[config.mk]
export PLATFORM = sky130hd
export DESIGN_NAME = sensor_frame_receiver_sum8_flat
export DESIGN_NICKNAME = d
export VERILOG_FILES = /design/src/sv/sfr_pkg.sv /design/src/sv/sfr_if.sv /design/src/sv/sfr_core.sv /design/src/sv/sfr_skid.sv /design/src/sv/sensor_frame_receiver_sum8.sv /design/src/flat_wrapper.sv
export SDC_FILE = /design/constraint.sdc
export NUM_CORES = 1
export LEC_CHECK = 0
export BUFFER_PORTS_ARGS = -buffer_cell sky130_fd_sc_hd__buf_2
export CAP_MARGIN = 20
export CORE_MARGIN = 1
export CORE_UTILIZATION = 45
export CTS_CLUSTER_SIZE = 14
export DETAILED_ROUTE_END_ITERATION = 10
export GPL_TIMING_DRIVEN = 0
export PLACE_DENSITY = 0.61
export SYNTH_ARGS = -nofsm -noshare
export SYNTH_HDL_FRONTEND = slang
export SYNTH_HIERARCHICAL = 1
export SYNTH_SLANG_ARGS = --single-unit
[constraint.sdc]
create_clock -name clk_i -period 15.59 [get_ports clk_i]
set_clock_uncertainty 0.2 [all_clocks]
set_input_delay 3.118 -clock clk_i [delete_from_list [all_inputs] [get_ports clk_i]]
set_output_delay 3.118 -clock clk_i [all_outputs]
set_load 0.02 [all_outputs]
[src/sv/sfr_pkg.sv]
// ----------------------------------------------------------------------------
// sfr_pkg
// Shared types and constants for the sensor frame receiver.
// ----------------------------------------------------------------------------
package sfr_pkg;

  // Frame layout
  localparam logic [7:0] HeaderByte = 8'h55;
  localparam int         FrameLen   = 11;
  localparam int         CountW     = $clog2(FrameLen);
  localparam logic [CountW-1:0] CsumPos   = CountW'(FrameLen - 1);
  localparam logic [CountW-1:0] ChanPos   = CountW'(3);
  localparam logic [CountW-1:0] TdsHiPos  = CountW'(4);
  localparam logic [CountW-1:0] TdsLoPos  = CountW'(5);
  localparam logic [CountW-1:0] TempHiPos = CountW'(6);
  localparam logic [CountW-1:0] TempLoPos = CountW'(7);

  // Field widths
  localparam int TimeoutW = 16;
  localparam int GainW    = 10;
  localparam int RawW     = 16;
  localparam int TdsW     = 26;

  // Register reset values
  localparam logic [TimeoutW-1:0] TimeoutRst = 16'd1000;
  localparam logic [GainW-1:0]    GainRst    = 10'd47;

  // Register indexes
  localparam logic CfgIdleTimeout = 1'b0;
  localparam logic CfgTdsGain     = 1'b1;

  // Result status codes
  localparam logic StatusOk      = 1'b0;
  localparam logic StatusCsumErr = 1'b1;

  // Input item kind
  typedef enum logic {
    FUNC_BYTE = 1'b0,
    FUNC_TICK = 1'b1
  } sfr_func_e;

  typedef struct packed {
    logic [TimeoutW-1:0] idle_timeout_ms;
    logic [GainW-1:0]    tds_gain;
  } sfr_cfg_t;

  typedef struct packed {
    logic              status;
    logic [7:0]        channel_id;
    logic [TdsW-1:0]   tds_scaled;
    logic [RawW-1:0]   temperature_tenths;
  } sfr_result_t;

endpackage

[src/sv/sfr_if.sv]
// ----------------------------------------------------------------------------
// sfr_rx_if / sfr_res_if
// Valid/ready channels for received items and for frame results.
// ----------------------------------------------------------------------------
interface sfr_rx_if;
  logic       valid;
  logic       ready;
  logic       func;
  logic [7:0] rx_byte;

  modport source (output valid, output func, output rx_byte, input ready);
  modport sink   (input valid, input func, input rx_byte, output ready);
endinterface

interface sfr_res_if;
  logic        valid;
  logic        ready;
  logic        status;
  logic [7:0]  channel_id;
  logic [25:0] tds_scaled;
  logic [15:0] temperature_tenths;

  modport source (output valid, output status, output channel_id, output tds_scaled,
                  output temperature_tenths, input ready);
  modport sink   (input valid, input status, input channel_id, input tds_scaled,
                  input temperature_tenths, output ready);
endinterface

[src/sv/sfr_core.sv]
// ----------------------------------------------------------------------------
// sfr_core
// Frame parser state: byte position, running sum, captured fields, idle
// timer. Produces at most one result per accepted transaction.
// ----------------------------------------------------------------------------
module sfr_core (
  input  logic                clk_i,
  input  logic                rst_ni,
  input  logic                accept_i,
  input  logic                func_i,
  input  logic [7:0]          rx_byte_i,
  input  sfr_pkg::sfr_cfg_t   cfg_i,
  output logic                res_valid_o,
  output sfr_pkg::sfr_result_t res_o
);
  import sfr_pkg::*;

  logic [CountW-1:0]   count_q, count_d;
  logic [7:0]          sum_q, sum_d;
  logic [TimeoutW-1:0] idle_q, idle_d;
  logic [7:0]          chan_q, chan_d;
  logic [RawW-1:0]     tds_q, tds_d;
  logic [RawW-1:0]     temp_q, temp_d;

  logic [TimeoutW-1:0] idle_inc;
  logic [TdsW-1:0]     tds_prod;
  logic [7:0]          sum_next;

  // Saturating tick count and scaled reading
  assign idle_inc = (idle_q != {TimeoutW{1'b1}}) ? idle_q + TimeoutW'(1) : idle_q;
  assign tds_prod = tds_q * cfg_i.tds_gain;
  assign sum_next = sum_q + rx_byte_i;

  // Next state and result
  always_comb begin
    count_d     = count_q;
    sum_d       = sum_q;
    idle_d      = idle_q;
    chan_d      = chan_q;
    tds_d       = tds_q;
    temp_d      = temp_q;
    res_valid_o = 1'b0;
    res_o       = '0;
    if (accept_i) begin
      if (func_i == FUNC_TICK) begin
        // Count idle time, drop a stale partial frame
        if (count_q != '0) begin
          idle_d = idle_inc;
          if (idle_inc > cfg_i.idle_timeout_ms) begin
            count_d = '0;
            sum_d   = '0;
            idle_d  = '0;
          end
        end
      end else begin
        idle_d = '0;
        if (count_q != '0 || rx_byte_i == HeaderByte) begin
          // Capture payload bytes
          case (count_q)
            ChanPos:   chan_d = rx_byte_i;
            TdsHiPos:  tds_d  = {rx_byte_i, tds_q[7:0]};
            TdsLoPos:  tds_d  = {tds_q[15:8], rx_byte_i};
            TempHiPos: temp_d = {rx_byte_i, temp_q[7:0]};
            TempLoPos: temp_d = {temp_q[15:8], rx_byte_i};
            default: ;
          endcase
          if (count_q < CsumPos) begin
            sum_d   = sum_next;
            count_d = count_q + CountW'(1);
          end else begin
            // Checksum byte: emit result and restart
            res_valid_o = 1'b1;
            if (sum_q == rx_byte_i) begin
              res_o.status             = StatusOk;
              res_o.channel_id         = chan_q;
              res_o.tds_scaled         = tds_prod;
              res_o.temperature_tenths = temp_q;
            end else begin
              res_o.status = StatusCsumErr;
            end
            count_d = '0;
            sum_d   = '0;
          end
        end
      end
    end
  end

  // Control state
  always_ff @(posedge clk_i or negedge rst_ni) begin
    if (!rst_ni) begin
      count_q <= '0;
      sum_q   <= '0;
      idle_q  <= '0;
    end else begin
      count_q <= count_d;
      sum_q   <= sum_d;
      idle_q  <= idle_d;
    end
  end

  // Captured frame fields
  always_ff @(posedge clk_i) begin
    chan_q <= chan_d;
    tds_q  <= tds_d;
    temp_q <= temp_d;
  end

endmodule

[src/sv/sfr_skid.sv]
// ----------------------------------------------------------------------------
// sfr_skid
// Output register with one skid entry so the parser keeps running while
// a result waits downstream.
// ----------------------------------------------------------------------------
module sfr_skid (
  input  logic                 clk_i,
  input  logic                 rst_ni,
  input  logic                 push_i,
  input  sfr_pkg::sfr_result_t data_i,
  output logic                 space_o,
  sfr_res_if.source            res_o
);
  import sfr_pkg::*;

  logic        main_v_q, main_v_d;
  logic        spare_v_q, spare_v_d;
  sfr_result_t main_q, main_d;
  sfr_result_t spare_q, spare_d;
  logic        pop;

  assign pop     = main_v_q & res_o.ready;
  assign space_o = ~spare_v_q;

  // Advance entries
  always_comb begin
    main_v_d  = main_v_q;
    spare_v_d = spare_v_q;
    main_d    = main_q;
    spare_d   = spare_q;
    if (spare_v_q) begin
      if (pop) begin
        main_d    = spare_q;
        spare_v_d = 1'b0;
      end
    end else if (push_i) begin
      if (!main_v_q || pop) begin
        main_d   = data_i;
        main_v_d = 1'b1;
      end else begin
        spare_d   = data_i;
        spare_v_d = 1'b1;
      end
    end else if (pop) begin
      main_v_d = 1'b0;
    end
  end

  always_ff @(posedge clk_i or negedge rst_ni) begin
    if (!rst_ni) begin
      main_v_q  <= 1'b0;
      spare_v_q <= 1'b0;
    end else begin
      main_v_q  <= main_v_d;
      spare_v_q <= spare_v_d;
    end
  end

  always_ff @(posedge clk_i) begin
    main_q  <= main_d;
    spare_q <= spare_d;
  end

  // Drive the result channel
  assign res_o.valid              = main_v_q;
  assign res_o.status             = main_q.status;
  assign res_o.channel_id         = main_q.channel_id;
  assign res_o.tds_scaled         = main_q.tds_scaled;
  assign res_o.temperature_tenths = main_q.temperature_tenths;

endmodule

[src/sv/sensor_frame_receiver_sum8.sv]
// ----------------------------------------------------------------------------
// sensor_frame_receiver_sum8
// Serial sensor frame receiver with 8-bit additive checksum.
// ----------------------------------------------------------------------------
// Takes one transaction per clock: a received byte or a millisecond tick.
// Each transaction updates the parser state in the cycle it is accepted; the
// checksum byte of an 11-byte frame (header 0x55) produces one result, which
// is registered in the output register, or the skid entry while that is full.
// These two absorb downstream stalls, so rx ready drops only when both hold
// results. A good frame reports channel byte, TDS count times tds_gain and
// temperature in tenths; a bad sum reports status 1 with zeroed fields.
// A partial frame is discarded once the tick count exceeds idle_timeout_ms.
// Registers (cfg_idx_i): 0 idle_timeout_ms (reset 1000), 1 tds_gain (reset 47).
// ----------------------------------------------------------------------------
module sensor_frame_receiver_sum8 (
  input  logic        clk_i,
  input  logic        rst_ni,
  input  logic        cfg_we_i,
  input  logic        cfg_idx_i,
  input  logic [15:0] cfg_data_i,
  sfr_rx_if.sink      rx_i,
  sfr_res_if.source   res_o
);
  import sfr_pkg::*;

  sfr_cfg_t    cfg_q;
  sfr_result_t core_res;
  logic        core_res_valid;
  logic        space;
  logic        accept;

  // Configuration registers
  always_ff @(posedge clk_i or negedge rst_ni) begin
    if (!rst_ni) begin
      cfg_q.idle_timeout_ms <= TimeoutRst;
      cfg_q.tds_gain        <= GainRst;
    end else if (cfg_we_i) begin
      case (cfg_idx_i)
        CfgIdleTimeout: cfg_q.idle_timeout_ms <= cfg_data_i;
        CfgTdsGain:     cfg_q.tds_gain        <= cfg_data_i[GainW-1:0];
        default: ;
      endcase
    end
  end

  // Accept while the skid entry is free
  assign rx_i.ready = space;
  assign accept     = rx_i.valid & space;

  sfr_core u_core (
    .clk_i       (clk_i),
    .rst_ni      (rst_ni),
    .accept_i    (accept),
    .func_i      (rx_i.func),
    .rx_byte_i   (rx_i.rx_byte),
    .cfg_i       (cfg_q),
    .res_valid_o (core_res_valid),
    .res_o       (core_res)
  );

  sfr_skid u_skid (
    .clk_i   (clk_i),
    .rst_ni  (rst_ni),
    .push_i  (core_res_valid),
    .data_i  (core_res),
    .space_o (space),
    .res_o   (res_o)
  );

endmodule

[src/flat_wrapper.sv]
// flat-port wrapper written by rule: the top's interface ports become plain ports
module sensor_frame_receiver_sum8_flat import sfr_pkg::*;
  (clk_i, rst_ni, cfg_we_i, cfg_idx_i, cfg_data_i, rx_i_valid, rx_i_func, rx_i_rx_byte, rx_i_ready, res_o_valid, res_o_status, res_o_channel_id, res_o_tds_scaled, res_o_temperature_tenths, res_o_ready);
  sfr_rx_if rx_i_i ();
  sfr_res_if res_o_i ();
  input  logic clk_i;
  input  logic rst_ni;
  input  logic cfg_we_i;
  input  logic cfg_idx_i;
  input  logic [15:0] cfg_data_i;
  input wire logic [$bits(rx_i_i.valid)-1:0] rx_i_valid;
  input wire logic [$bits(rx_i_i.func)-1:0] rx_i_func;
  input wire logic [$bits(rx_i_i.rx_byte)-1:0] rx_i_rx_byte;
  output wire logic [$bits(rx_i_i.ready)-1:0] rx_i_ready;
  output wire logic [$bits(res_o_i.valid)-1:0] res_o_valid;
  output wire logic [$bits(res_o_i.status)-1:0] res_o_status;
  output wire logic [$bits(res_o_i.channel_id)-1:0] res_o_channel_id;
  output wire logic [$bits(res_o_i.tds_scaled)-1:0] res_o_tds_scaled;
  output wire logic [$bits(res_o_i.temperature_tenths)-1:0] res_o_temperature_tenths;
  input wire logic [$bits(res_o_i.ready)-1:0] res_o_ready;
  assign rx_i_i.valid = rx_i_valid;
  assign rx_i_i.func = rx_i_func;
  assign rx_i_i.rx_byte = rx_i_rx_byte;
  assign rx_i_ready = rx_i_i.ready;
  assign res_o_valid = res_o_i.valid;
  assign res_o_status = res_o_i.status;
  assign res_o_channel_id = res_o_i.channel_id;
  assign res_o_tds_scaled = res_o_i.tds_scaled;
  assign res_o_temperature_tenths = res_o_i.temperature_tenths;
  assign res_o_i.ready = res_o_ready;
  sensor_frame_receiver_sum8 u_core (.clk_i(clk_i), .rst_ni(rst_ni), .cfg_we_i(cfg_we_i), .cfg_idx_i(cfg_idx_i), .cfg_data_i(cfg_data_i), .rx_i(rx_i_i), .res_o(res_o_i));
endmodule
==> metrics.md, run 1 <==
| Metric | Value |
|---|---|
| Area inside the core boundary | `0.0315 mm²` |
| Die Footprint | `0.0327 mm²` |
| Cell at the slowest stage of the critical path | `sky130_fd_sc_hd__dfstp_2` |
| Leading cell types by count after synthesis | `sky130_fd_sc_hd__inv_1 (144), sky130_fd_sc_hd__edfxtp_1 (142), sky130_fd_sc_hd__nand2_1 (138), sky130_fd_sc_hd__fa_1 (111), sky130_fd_sc_hd__and2_1 (100)` |
| Number of max-cap violations | `0` |
| Number of buffers and inverters on the critical path | `5` |
| Antenna violations before repair | `0` |
| HPWL after detailed placement | `23.6 mm` |
| Synth Instances | `1267` |
| Fraction of layout instances using a drive strength above 1 | `18.3%` |
| Area taken by flip-flops and latches | `0.00568 mm²` |
| Share of the synthesized area in the top cell type | `29.6%` |
| Dominant cell type by area after synthesis | `sky130_fd_sc_hd__edfxtp_1` |
| Overall Global Routing Usage | `19.6%` |
| Kind of cell with the highest combined delay on the critical path | `adder cells` |
| Synth area leaders | `sky130_fd_sc_hd__edfxtp_1 (30%), sky130_fd_sc_hd__fa_1 (15%), sky130_fd_sc_hd__dfrtp_1 (7.8%), sky130_fd_sc_hd__ha_1 (7.7%), sky130_fd_sc_hd__mux2_4 (4.9%)` |
| Most frequent cell after synthesis | `sky130_fd_sc_hd__inv_1` |
| Violation count after the first detailed-routing iteration | `565` |
| Pin count of the biggest net entering global routing | `31` |
| Sequential area share after synthesis | `39.5%` |
| Critical path class | `reg2reg` |
| Die width | `181 µm` |
| Vias per cell | `5.19` |
| Most used flip-flop cell after synthesis | `sky130_fd_sc_hd__edfxtp_1` |
| Post-CTS setup-driven buffer insertion count | `0` |
| Number of cells after detailed placement | `1758` |
| Max_slew headroom | `43.6%` |
| Portion of the clock cycle consumed by the worst path in the final layout | `44.4%` |
| Wire length of the first global-routing pass | `50.1 mm` |
| CP Launch Type | `register` |
| Max FO, Critical Path | `10` |
| Netlist Area Pre-Place | `0.0144 mm²` |
| Setup-violating endpoint count in the final report | `0` |
| Cts bufs inserted | `17` |
| Vias | `9309` |
| Final count of pins violating max slew | `0` |
| Placer Congestion | `0.857` |
| Type of destination of the critical path | `register` |
| Highest Clock Rate | `144 MHz` |
| Starting utilization of the core area | `45.7%` |
| Status | `finished clean` |
| Remaining number of nets flagged by the antenna check after routing | `0` |
| Count of clock tree sinks | `198` |
| Via count of the first global-routing pass | `9476` |
| Clock root buffer | `sky130_fd_sc_hd__clkbuf_16` |
| Share of flip-flops with an asynchronous set or reset after synthesis | `28.3%` |
| Number of top-level design ports | `84` |
| First drt pass iteration count | `6` |
| Flop and latch count out of synthesis | `198` |
| Port-buffer cells | `83` |
| Count of flip-flops with a built-in enable after synthesis | `142` |
| Post-synthesis to final-layout area growth | `11.4%` |
| Filler Cells Inserted | `2843` |
| Most prevalent standard cell on the critical path | `sky130_fd_sc_hd__fa_1` |
| Unrepaired setup endpoints after global routing | `no` |
| Nets in the synthesized netlist | `1498` |
| Path type of the worst min-delay path | `reg2reg` |
| Hold Fails Final Rpt | `0` |
| Fin Setup TNS | `0 ns` |
| Maximum buffer depth of the clock tree | `2` |
| Final Instance Count excl. Fillers | `1794` |
| Cell Rows | `65` |
| Die height | `181 µm` |
| Count of inserted antenna diode cells | `0` |
| Count of cell types in the netlist | `71` |
| TritonCTS clock tree | `done` |
| Routed wire length per instance | `17.0 µm` |
| Drt drc | `0` |
| Post-route minimum period | `6.92 ns` |
| Crit path cell chain | `clkbuf_1 -> nand2_1 -> fa_1 -> inv_1 -> fa_1 -> fa_1 -> fa_1 -> inv_1 -> fa_1 -> inv_1 -> ha_1 -> clkbuf_1 -> a21oi_1 -> o21ai_0 -> or3b_2 -> o21ai_0 -> o221ai_1 -> xnor2_1 -> nor2_1 -> mux2_4` |
| Aggregate routed wire length | `30.4 mm` |
| Clock transition at path regs | `0.07 ns` |
| Number of warning messages in the yosys log | `6` |
| Required time of the critical path | `15.58 ns` |
| Final layout net count | `1610` |
| Post-cts resize count | `0` |
| Number of hold buffers added after cts | `0` |
| WP data arrival | `6.91 ns` |
| Overflow left after global routing | `0` |
| Worst slew pin tran | `0.843 ns` |
| # H-tree levels | `4` |
| Critical path's largest stage delay | `0.64 ns` |
| Syn avg cell area | `11.4 µm²` |
| Skew-Pair Late Insertion Delay | `0.44 ns` |
| Area used by multi-input combinational logic | `0.00791 mm²` |
==> through the flow <==
stage,hold WS (ns),worst slack (ns),area [µm²],util (%)
2_1_floorplan,0.253,7.39,14400,-
3_3_place_gp,0.270,5.63,15300,48.6
3_5_place_dp,0.274,8.67,15400,49.0
4_1_cts,0.290,8.66,16000,50.8
5_1_grt,0.314,8.25,16000,50.9
6_report,0.281,8.67,16000,50.9
==> flip-flops by register name (all words and copies together), names as in the netlist <==
signal / flops
u_core/u_skid/res_o.tds_scaled: 26
u_core/u_core/tds_q: 16
u_core/u_skid/spare_v_q: 1
u_core/cfg_q: 26
u_core/u_core/count_q: 4
u_core/u_skid/res_o.status: 1
u_core/u_skid/res_o.valid: 1
u_core/u_skid/res_o.temperature_tenths: 16
u_core/u_core/chan_q: 8
u_core/u_skid/spare_q: 51
u_core/u_skid/res_o.channel_id: 8
u_core/u_core/temp_q: 16
u_core/u_core/idle_q: 16
u_core/u_core/sum_q: 8
==> tightest hold or removal path, delay by kind of cell (launching register included) <==
kind | cells | cell delay (ns)
simple gates | 1 | 0.05
compound gates | 1 | 0.05
flops | 1 | 0.35
==> area by class of cell <==
type | instances | share of cell area [%]
multi-input cells | 868 | 49.4
repair buffers | 93 | 3.36
well taps | 402 | 3.14
plain buffers | 57 | 1.76
flip-flops and latches | 198 | 35.4
inverters | 144 | 3.37
clock inverters | 14 | 0.898
clock buffers | 18 | 2.68
==> cell usage in the layout (no fill, tap or decap), types with 13 or more instances in the layout <==
cell and instances:
sky130_fd_sc_hd__o21ai_0 27, sky130_fd_sc_hd__a21oi_1 36, sky130_fd_sc_hd__nand2_1 138, sky130_fd_sc_hd__inv_1 144, sky130_fd_sc_hd__fa_1 111, sky130_fd_sc_hd__nand3_1 20, sky130_fd_sc_hd__buf_2 91, sky130_fd_sc_hd__edfxtp_1 142
sky130_fd_sc_hd__and3_1 54, sky130_fd_sc_hd__xor2_1 13, sky130_fd_sc_hd__xnor2_1 24, sky130_fd_sc_hd__and2_1 100, sky130_fd_sc_hd__nor2_1 39, sky130_fd_sc_hd__clkbuf_1 45, sky130_fd_sc_hd__mux2_2 32, sky130_fd_sc_hd__clkbuf_16 17
sky130_fd_sc_hd__dfrtp_1 45, sky130_fd_sc_hd__ha_1 89, sky130_fd_sc_hd__mux2_4 47
==> worst paths after layout <==
path                                                    start                                      endpoint  slack, ns  cells past startpoint
max                               u_core/cfg_q[1]$_DFFE_PN1P_  u_core/u_skid/res_o.tds_scaled[18]$_DFFE_PP_       8.67                     20
min                        u_core/u_core/sum_q[5]$_DFFE_PN0P_            u_core/u_core/sum_q[5]$_DFFE_PN0P_       0.28                      2
max reg2reg                       u_core/cfg_q[1]$_DFFE_PN1P_  u_core/u_skid/res_o.tds_scaled[18]$_DFFE_PP_       8.67                     20
min reg2reg                u_core/u_core/sum_q[5]$_DFFE_PN0P_            u_core/u_core/sum_q[5]$_DFFE_PN0P_       0.28                      2
max in group asynchronous                              rst_ni                  u_core/cfg_q[19]$_DFFE_PN1P_      11.95                      2
min in group asynchronous                              rst_ni             u_core/u_skid/spare_v_q$_DFF_PN0_       2.52                      1
==> metal layers <==
metal	global-route usage, %	up-vias	part of all wire (%)
li1	-	4512	-
met1	27.4	4544	47
met2	31.3	221	46
met3	3.97	32	5.1
met4	4.44	0	1.5
met5	0	-	0
==> cell families (layout without fill, tap and decap cells) <==
group | count (synthesis) | after routing | share of synthesized area, %
AOI/OAI and AO/OA | 134 | 134 | 6.58
xor gates and xnor gates | 37 | 37 | 2.25
adders and majority gates | 200 | 200 | 23.2
buffers and inverters | 201 | 326 | 5.72
DFF | 198 | 198 | 39.5
muxes | 84 | 84 | 7.76
and+or+nand+nor | 413 | 413 | 15.0
Power of run 1 is left out: the tool's default activity adds up to more than one toggle a clock period on the data nets, which glitch-free logic cannot reach.
==> run 2, diff against run 1 <==
Clock period 15.59 ns to 6.9 ns, I/O delays scaled along.
==> run 2 against run 1 <==
Against the previous run:
- worst hold slack about the same
- die area unchanged
- count of clock-buffer cells in the layout unchanged
- via count decreased by 0.34%
- sequential share of layout area about the same
- utilization about the same
- setup slack got worse by 8.4 ns
- maximum frequency increased by 4.9%
- register-to-register slack got worse by 8.4 ns
- routed wire length decreased by 0.81%
- critical path depth increased by 1
- critical endpoint is now u_core/u_skid/res_o.tds_scaled[23]$_DFFE_PP_
==> metrics.md, run 2 (synthesized netlist as in run 1, its figures left out) <==
| Metric | Value |
|---|---|
| Status | `finished clean` |
| Vias | `9277` |
| Placer Congestion | `0.857` |
| Count of clock tree sinks | `198` |
| CP Launch Type | `register` |
| Number of max-cap violations | `0` |
| Highest Clock Rate | `152 MHz` |
| Violation count after the first detailed-routing iteration | `461` |
| Aggregate routed wire length | `30.2 mm` |
| Port-buffer cells | `83` |
| Register with the highest flop count | `u_core/u_skid/spare_q` |
| Unrepaired setup endpoints after global routing | `yes` |
| Via count of the first global-routing pass | `9441` |
| Setup-violating endpoint count in the final report | `0` |
| Max_slew headroom | `43.3%` |
| Starting utilization of the core area | `45.7%` |
| Wire length of the first global-routing pass | `49.8 mm` |
| Required time of the critical path | `6.89 ns` |
| Worst slew pin tran | `0.847 ns` |
| Remaining number of nets flagged by the antenna check after routing | `0` |
| Maximum buffer depth of the clock tree | `2` |
| HPWL after detailed placement | `23.6 mm` |
| Largest register FFs | `51` |
| Overflow left after global routing | `0` |
| First drt pass iteration count | `4` |
| Hold Fails Final Rpt | `0` |
| Routed wire length per instance | `16.9 µm` |
| Vias per cell | `5.18` |
| Post-synthesis to final-layout area growth | `11.3%` |
| Type of destination of the critical path | `register` |
| Post-route minimum period | `6.60 ns` |
| WP data arrival | `6.59 ns` |
| Die Footprint | `0.0327 mm²` |
| Fraction of layout instances using a drive strength above 1 | `18.9%` |
| Skew-Pair Late Insertion Delay | `0.44 ns` |
| Max FO, Critical Path | `10` |
| Number of hold buffers added after cts | `0` |
| Antenna violations before repair | `0` |
| Overall Global Routing Usage | `19.4%` |
| Leading cell type in the layout, fill and taps excluded | `sky130_fd_sc_hd__inv_1` |
| Drt drc | `0` |
| Cts bufs inserted | `17` |
| TritonCTS clock tree | `done` |
| # H-tree levels | `4` |
| Post-CTS setup-driven buffer insertion count | `0` |
| Die height | `181 µm` |
| Final count of pins violating max slew | `0` |
| Die width | `181 µm` |
| Count of inserted antenna diode cells | `0` |
| Fin util | `50.9%` |
| Most frequent cells in the layout | `sky130_fd_sc_hd__inv_1 (144), sky130_fd_sc_hd__edfxtp_1 (142), sky130_fd_sc_hd__nand2_1 (138), sky130_fd_sc_hd__fa_1 (111), sky130_fd_sc_hd__and2_1 (100)` |
| Final layout net count | `1606` |
| Critical path class | `reg2reg` |
| Number of top-level design ports | `84` |
| Clock transition at path regs | `0.07 ns` |
| Clock root buffer | `sky130_fd_sc_hd__clkbuf_16` |
| Portion of the clock cycle consumed by the worst path in the final layout | `95.6%` |
| Area inside the core boundary | `0.0315 mm²` |
| Pin count of the biggest net entering global routing | `31` |
| R2R setup slack | `0.30 ns` |
| Cell Rows | `65` |
| Path type of the worst min-delay path | `reg2reg` |
run 2: changes by cell type in the layout (fill, tap and decap cells not counted), sizes merged:
cell    previous run  this run
buf              104       105
clkbuf            64        59
run 2: through the flow:
stage	hold slack [ns]	setup TNS (ns)	setup slack [ns]	instances	area (µm²)
floorplan	0.253	0	0.440	1267	14400
finish	0.281	0	0.304	1790	16000
CTS	0.290	0	0.0412	1787	16000
global placement	0.270	-67.06	-1.32	1752	15300
detailed placement	0.274	-0.0183	-0.0151	1758	15400
global route	0.314	-0.00619	-0.00619	1790	16000
run 2: what timing repair did:
item,CTS,global route
endpoints found under the setup margin,2,9
endpoints found under the hold margin,0,0
gates resized for setup,0,15
run 2: final timing paths:
kind | depth (start not counted) | end | start
max reg2reg | 21 | u_core/u_skid/res_o.tds_scaled[23]$_DFFE_PP_ | u_core/cfg_q[2]$_DFFE_PN1P_
min reg2reg | 2 | u_core/u_core/sum_q[5]$_DFFE_PN0P_ | u_core/u_core/sum_q[5]$_DFFE_PN0P_
max in group asynchronous | 2 | u_core/cfg_q[19]$_DFFE_PN1P_ | rst_ni
min in group asynchronous | 1 | u_core/u_skid/spare_v_q$_DFF_PN0_ | rst_ni
max | 21 | u_core/u_skid/res_o.tds_scaled[23]$_DFFE_PP_ | u_core/cfg_q[2]$_DFFE_PN1P_
min | 2 | u_core/u_core/sum_q[5]$_DFFE_PN0P_ | u_core/u_core/sum_q[5]$_DFFE_PN0P_
run 2: layout make-up:
class	count	area [µm²]
Sequential cell	198	5680
Multi-Input combinational cell	868	7910
Buffer	53	275
Tap cell	402	503
Clock buffer	18	429
Fill cell	2847	15500
Clock inverter	14	144
Inverter	144	541
Timing Repair Buffer	93	538
run 2: metal layers:
metal	GRT usage, %	up-vias	part of all wire, %
met1	27.4	4539	48
met3	3.83	27	4.5
met4	4.34	0	1.3
met5	0	-	0
li1	-	4511	-
met2	30.9	200	46
run 2: critical path, cell delays in order, from the launching register on:
cell and delay [ns]:
sky130_fd_sc_hd__dfstp_2 0.67, sky130_fd_sc_hd__buf_2 0.29, sky130_fd_sc_hd__nand2_1 0.11, sky130_fd_sc_hd__fa_1 0.52, sky130_fd_sc_hd__inv_1 0.05, sky130_fd_sc_hd__fa_1 0.49
sky130_fd_sc_hd__inv_1 0.05, sky130_fd_sc_hd__fa_1 0.47, sky130_fd_sc_hd__inv_1 0.05, sky130_fd_sc_hd__fa_1 0.52, sky130_fd_sc_hd__inv_1 0.05, sky130_fd_sc_hd__fa_1 0.53
sky130_fd_sc_hd__inv_1 0.05, sky130_fd_sc_hd__ha_1 0.37, sky130_fd_sc_hd__a21o_1 0.22, sky130_fd_sc_hd__a221o_1 0.41, sky130_fd_sc_hd__a2111oi_4 0.40, sky130_fd_sc_hd__o31ai_4 0.13
sky130_fd_sc_hd__a41oi_2 0.24, sky130_fd_sc_hd__xor2_1 0.16, sky130_fd_sc_hd__nor2_1 0.07, sky130_fd_sc_hd__mux2_4 0.28
Power of run 2 is left out for the same reason.
